===== src/sv/vpe_pkg.sv =====
// vpe_pkg: sizes, controller state type and the command/status structs
// shared by the variogram pair emitter modules; no dependencies
`timescale 1ns / 1ps
`default_nettype none

package vpe_pkg;

   localparam int MAX_SAMPLES = 64;
   localparam int IDX_W       = $clog2(MAX_SAMPLES);
   localparam int CNT_W       = $clog2(MAX_SAMPLES + 1);

   localparam int TIME_W = 32;
   localparam int VAL_W  = 24;
   localparam int LAG_W  = 32;
   localparam int SV_W   = 2 * VAL_W;

   typedef enum logic [1:0] {
      ST_IDLE,
      ST_DECIDE,
      ST_ISSUE,
      ST_DRAIN
   } state_type;

   // controller to datapath
   typedef struct packed {
      logic load;        // take the request transaction
      logic issue;       // read one stored sample and push a pair row
      logic issue_zero;  // push the closing (0,0) row
   } cmd_type;

   // datapath to controller
   typedef struct packed {
      logic rows_nz;     // the taken request has pair rows
      logic close_row;   // the taken request ends with a (0,0) row
      logic idx_last;    // read index points at the last pair row
      logic pipe_empty;  // no row in flight before the output register
   } status_type;

endpackage

`default_nettype wire


===== src/sv/vpe_ctrl.sv =====
// vpe_ctrl: sequencer for the pair emitter, drives commands to the datapath
// depends on vpe_pkg
`timescale 1ns / 1ps
`default_nettype none

module vpe_ctrl
   import vpe_pkg::*;
(
   input  wire logic       clock,
   input  wire logic       reset,
   input  wire logic       start,
   input  wire status_type status,
   output cmd_type         cmd,
   output logic            busy
);

   state_type state_ff, state_in;

   always_ff @(posedge clock) begin
      if (reset) begin
         state_ff <= ST_IDLE;
      end else begin
         state_ff <= state_in;
      end
   end

   always_comb begin
      state_in       = state_ff;
      cmd            = '0;
      busy           = 1'b1;
      case (state_ff)
         ST_IDLE: begin
            busy = 1'b0;
            if (start) begin
               cmd.load = 1'b1;
               state_in = ST_DECIDE;
            end
         end
         ST_DECIDE: begin
            if (status.rows_nz) begin
               state_in = ST_ISSUE;
            end else if (status.close_row) begin
               cmd.issue_zero = 1'b1;
               state_in       = ST_DRAIN;
            end else begin
               state_in = ST_IDLE;
            end
         end
         ST_ISSUE: begin
            cmd.issue = 1'b1;
            if (status.idx_last) begin
               state_in = ST_DRAIN;
            end
         end
         ST_DRAIN: begin
            if (status.pipe_empty) begin
               state_in = ST_IDLE;
            end
         end
         default: begin
            state_in = ST_IDLE;
         end
      endcase
   end

endmodule

`default_nettype wire


===== config.mk =====
export PLATFORM = sky130hd
export DESIGN_NAME = vpe_ctrl
export DESIGN_NICKNAME = d
export VERILOG_FILES = /design/src/sv/vpe_pkg.sv /design/src/sv/vpe_ctrl.sv
export SDC_FILE = /design/constraint.sdc
export NUM_CORES = 1
export LEC_CHECK = 0
export BUFFER_PORTS_ARGS = -buffer_cell sky130_fd_sc_hd__buf_2
export CORE_AREA = 2 2 39 41
export CTS_CLUSTER_SIZE = 16
export DETAILED_ROUTE_END_ITERATION = 7
export DIE_AREA = 0 0 41 43
export PLACE_DENSITY = 0.31
export SYNTH_ARGS = -nofsm -noshare
export SYNTH_HDL_FRONTEND = slang
export SYNTH_SLANG_ARGS = --single-unit

===== constraint.sdc =====
create_clock -name clock -period 0.9 [get_ports clock]
set_input_delay 0.135 -clock clock [delete_from_list [all_inputs] [get_ports clock]]
set_output_delay 0.135 -clock clock [all_outputs]
set_load 0.005 [all_outputs]

==> results.md <==
* Final WS setup at -0.232 ns
* Clock tree buffer depth at 2
* # setup viols final at 6
* Final Hold Fails at 0
* Post-synthesis cell count at 17
* Hold Crit Class: in2reg
* CP Depth at 3
* Netlist cell types at 11
* P_int at between 0.3 and 0.4 mW
* CP Class: reg2out
* Register share of total power at about a quarter
* Clk_lat worst skew at 0.22 ns
* Syn avg cell area at slightly below 8 um2
* Final Skew at about 0.0010 ns
* CP max-delay cell: dfxtp_4
* Average wire per standard cell at about 9.3 um
* Fillers at between 150 and 200
* Cell row count at 14
* Top Family by Delay on Critical Path: flip-flops
* Vias in the first global route at 184
* Final WL at 466 um
* Initial antenna violation count at 0
* # nets final at 43
* Cells on worst reg2reg path at 4
* Max_cap viols at 0
* Worst-path fanout max at 5
* R2r endpoint: state_ff[0]
* Relative slew slack at approximately 85%
* Port Buffers at 10
* Hold Crit Start: reset
* Die Wd at 41 um
* Total die area at 1760 um2
* Largest net degree at the start of global routing at 8
* WHS Endpoint: state_ff[0]
* Failing checks: setup timing
* Sw Pwr at approximately 0.11 mW
* Critical path cell sequence: or2_4, nor2_1, buf_2
* Worst VDD drop at about 350 uV
* RSZ-0062 raised after global routing: yes
* Crit path buffers/inverters at 1
* Vias after detailed routing at around 190
* Req. time, crit path at about 0.76 ns
* Worst-path clk slew at approximately 0.030 ns
* Crit path largest cell delay at approximately 0.35 ns
* Clock Tree Root: clkbuf_4
* Fmax at about 880 MHz
* Register area at approximately 48 um2
* Initial Util at around a tenth
* Share of power burned in combinational logic at between 30% and 40%
* First DRT Iteration DRCs at 0
* Internal reg-to-reg setup slack at -0.14 ns
* Status: finished with violations
* Flop and latch count out of synthesis at 2
* Yosys warns at 0
* Clock Power Share at between 40% and 50%
* Switching portion of total power at between 20% and 30%
* Ant. Diodes at 0
* CTS tree: done
* PD cells at around 1600 nW/um2
* Layout cells sized above 1 at between 60% and 70%
* Post-Layout Cell Count at 50
* Final Wtd Congestion at roughly 0.64
* Drc violations at 0
* Total design power at around 0.45 mW
* Crit path capture type: output pin
* Slew Viols, Final at 0
* Leakage at 0.144 nW
* Fin crit period at 1.13 ns
* Hold path depth at 2
* Critical Path Source: state_ff[0]
* Register area share after synthesis at a little under a third
* DR pass1 iterations at 1
* Total GRT Usage at about 6.2%
* Worst setup SP type: flip-flop
* Die height at approximately 43 um
* Multi-input gate area at 91.3 um2
* Mapped Area at between 100 and 150 um2
* Core Area at approximately 1400 um2
* Dpl cells at 44
* Worst-Margin Slew at ~0.23 ns
* Hold Buf Count CTS at 0
* Final clock period utilization by the worst path at 126%
* IO Count at 11
* Remaining global-route overflow at 0
* Antenna viol nets, final at 0
* WP data arrival at 1.00 ns
* Area growth syn-to-layout at 108%
* Synthesized net count at 24
* H-tree levels at 1
* CTS buffer count at 3
* Global-route wire length before repair at 669 um
* CTS sink count at 2
* Vias per cell at 3.72
## metal layers
metal | up-vias | global-route usage (%) | wire, um
met5 | - | 0 | 0
met4 | 0 | 6.00 | 0
met3 | 0 | 3.14 | 24
met2 | 7 | 9.06 | 243
met1 | 85 | 5.75 | 198
li1 | 94 | - | -
## worst register-to-register path: stages, from the launching register on
cell and delay, ns:
dfxtp_4 0.35, and4bb_1 0.28, buf_4 0.12, a21oi_2 0.03, a211oi_1 0.17
## cells in the mapped netlist
library cell | instances | share of area [%]
a21oi_1 | 2 | 7.5
nor2_1 | 1 | 2.8
nand2_1 | 2 | 5.7
and2b_2 | 2 | 13
a211oi_1 | 2 | 11
and4bb_1 | 1 | 9.4
inv_1 | 2 | 5.7
and2b_1 | 1 | 5.7
dfxtp_1 | 2 | 30
o21ai_0 | 1 | 3.8
or2_2 | 1 | 4.7
## cells by family (layout without fill, tap and decap cells)
kind of cell / after synthesis / count (layout) / synth area share, %
buffers and inverters: 2 / 19 / 5.66
DFF: 2 / 2 / 30.2
and+or+nand+nor: 8 / 8 / 41.5
AOI/OAI and AO/OA: 5 / 5 / 22.6
## cell type report
class | instances | share of cell area [%]
multi-input cells | 13 | 33.0
repair buffers | 14 | 31.7
flip-flops and latches | 2 | 17.2
clock buffers | 3 | 8.14
well taps | 16 | 7.24
inverters | 2 | 2.71
## cells in the final DEF (no fill, tap or decap)
master	count
and2b_1	1
nand2_1	2
inv_1	2
dfxtp_4	2
a21oi_1	1
a211oi_1	2
or2_4	1
buf_2	10
and4bb_1	1
buf_6	2
nor2_1	1
buf_4	2
a21oi_2	1
o21ai_1	1
and2b_2	2
clkbuf_4	3
## how the worst max path moves through the flow
stage,end
after CTS,cmd[2]
after global routing,cmd[2]
after global placement,state_ff[0]
after detailed placement,state_ff[0]
after floorplan,state_ff[0]
final,cmd[2]
## per-stage QoR
step	setup TNS (ns)	setup WS, ns	hold WS, ns	instance area [um2]	util, %
after global placement	-0.130	-0.0838	0.311	213	15.4
after global routing	-1.20	-0.294	0.0672	277	20.0
after floorplan	0	0.000931	0.197	135	-
after CTS	-0.936	-0.254	0.0659	259	18.7
final	-0.902	-0.232	0.0738	277	20.0
after detailed placement	-0.149	-0.0942	0.306	213	15.4
## what timing repair did
item                                    in CTS  in global routing
buffers inserted                             2                  1
endpoints found under the setup margin       5                  6
gates resized for setup                      4                  3
pin swaps                                    4                  4
## power by group through the flow
stage          sequential, mW  combinational [mW]  clock (mW)
2_1_floorplan           0.116              0.0518           0
3_3_place_gp            0.120              0.0967           0
3_5_place_dp            0.119              0.0987           0
4_1_cts                 0.118               0.122       0.210
5_1_grt                 0.121               0.149       0.229
6_report                0.118               0.135       0.198
Power figures use the tool's default switching activity.
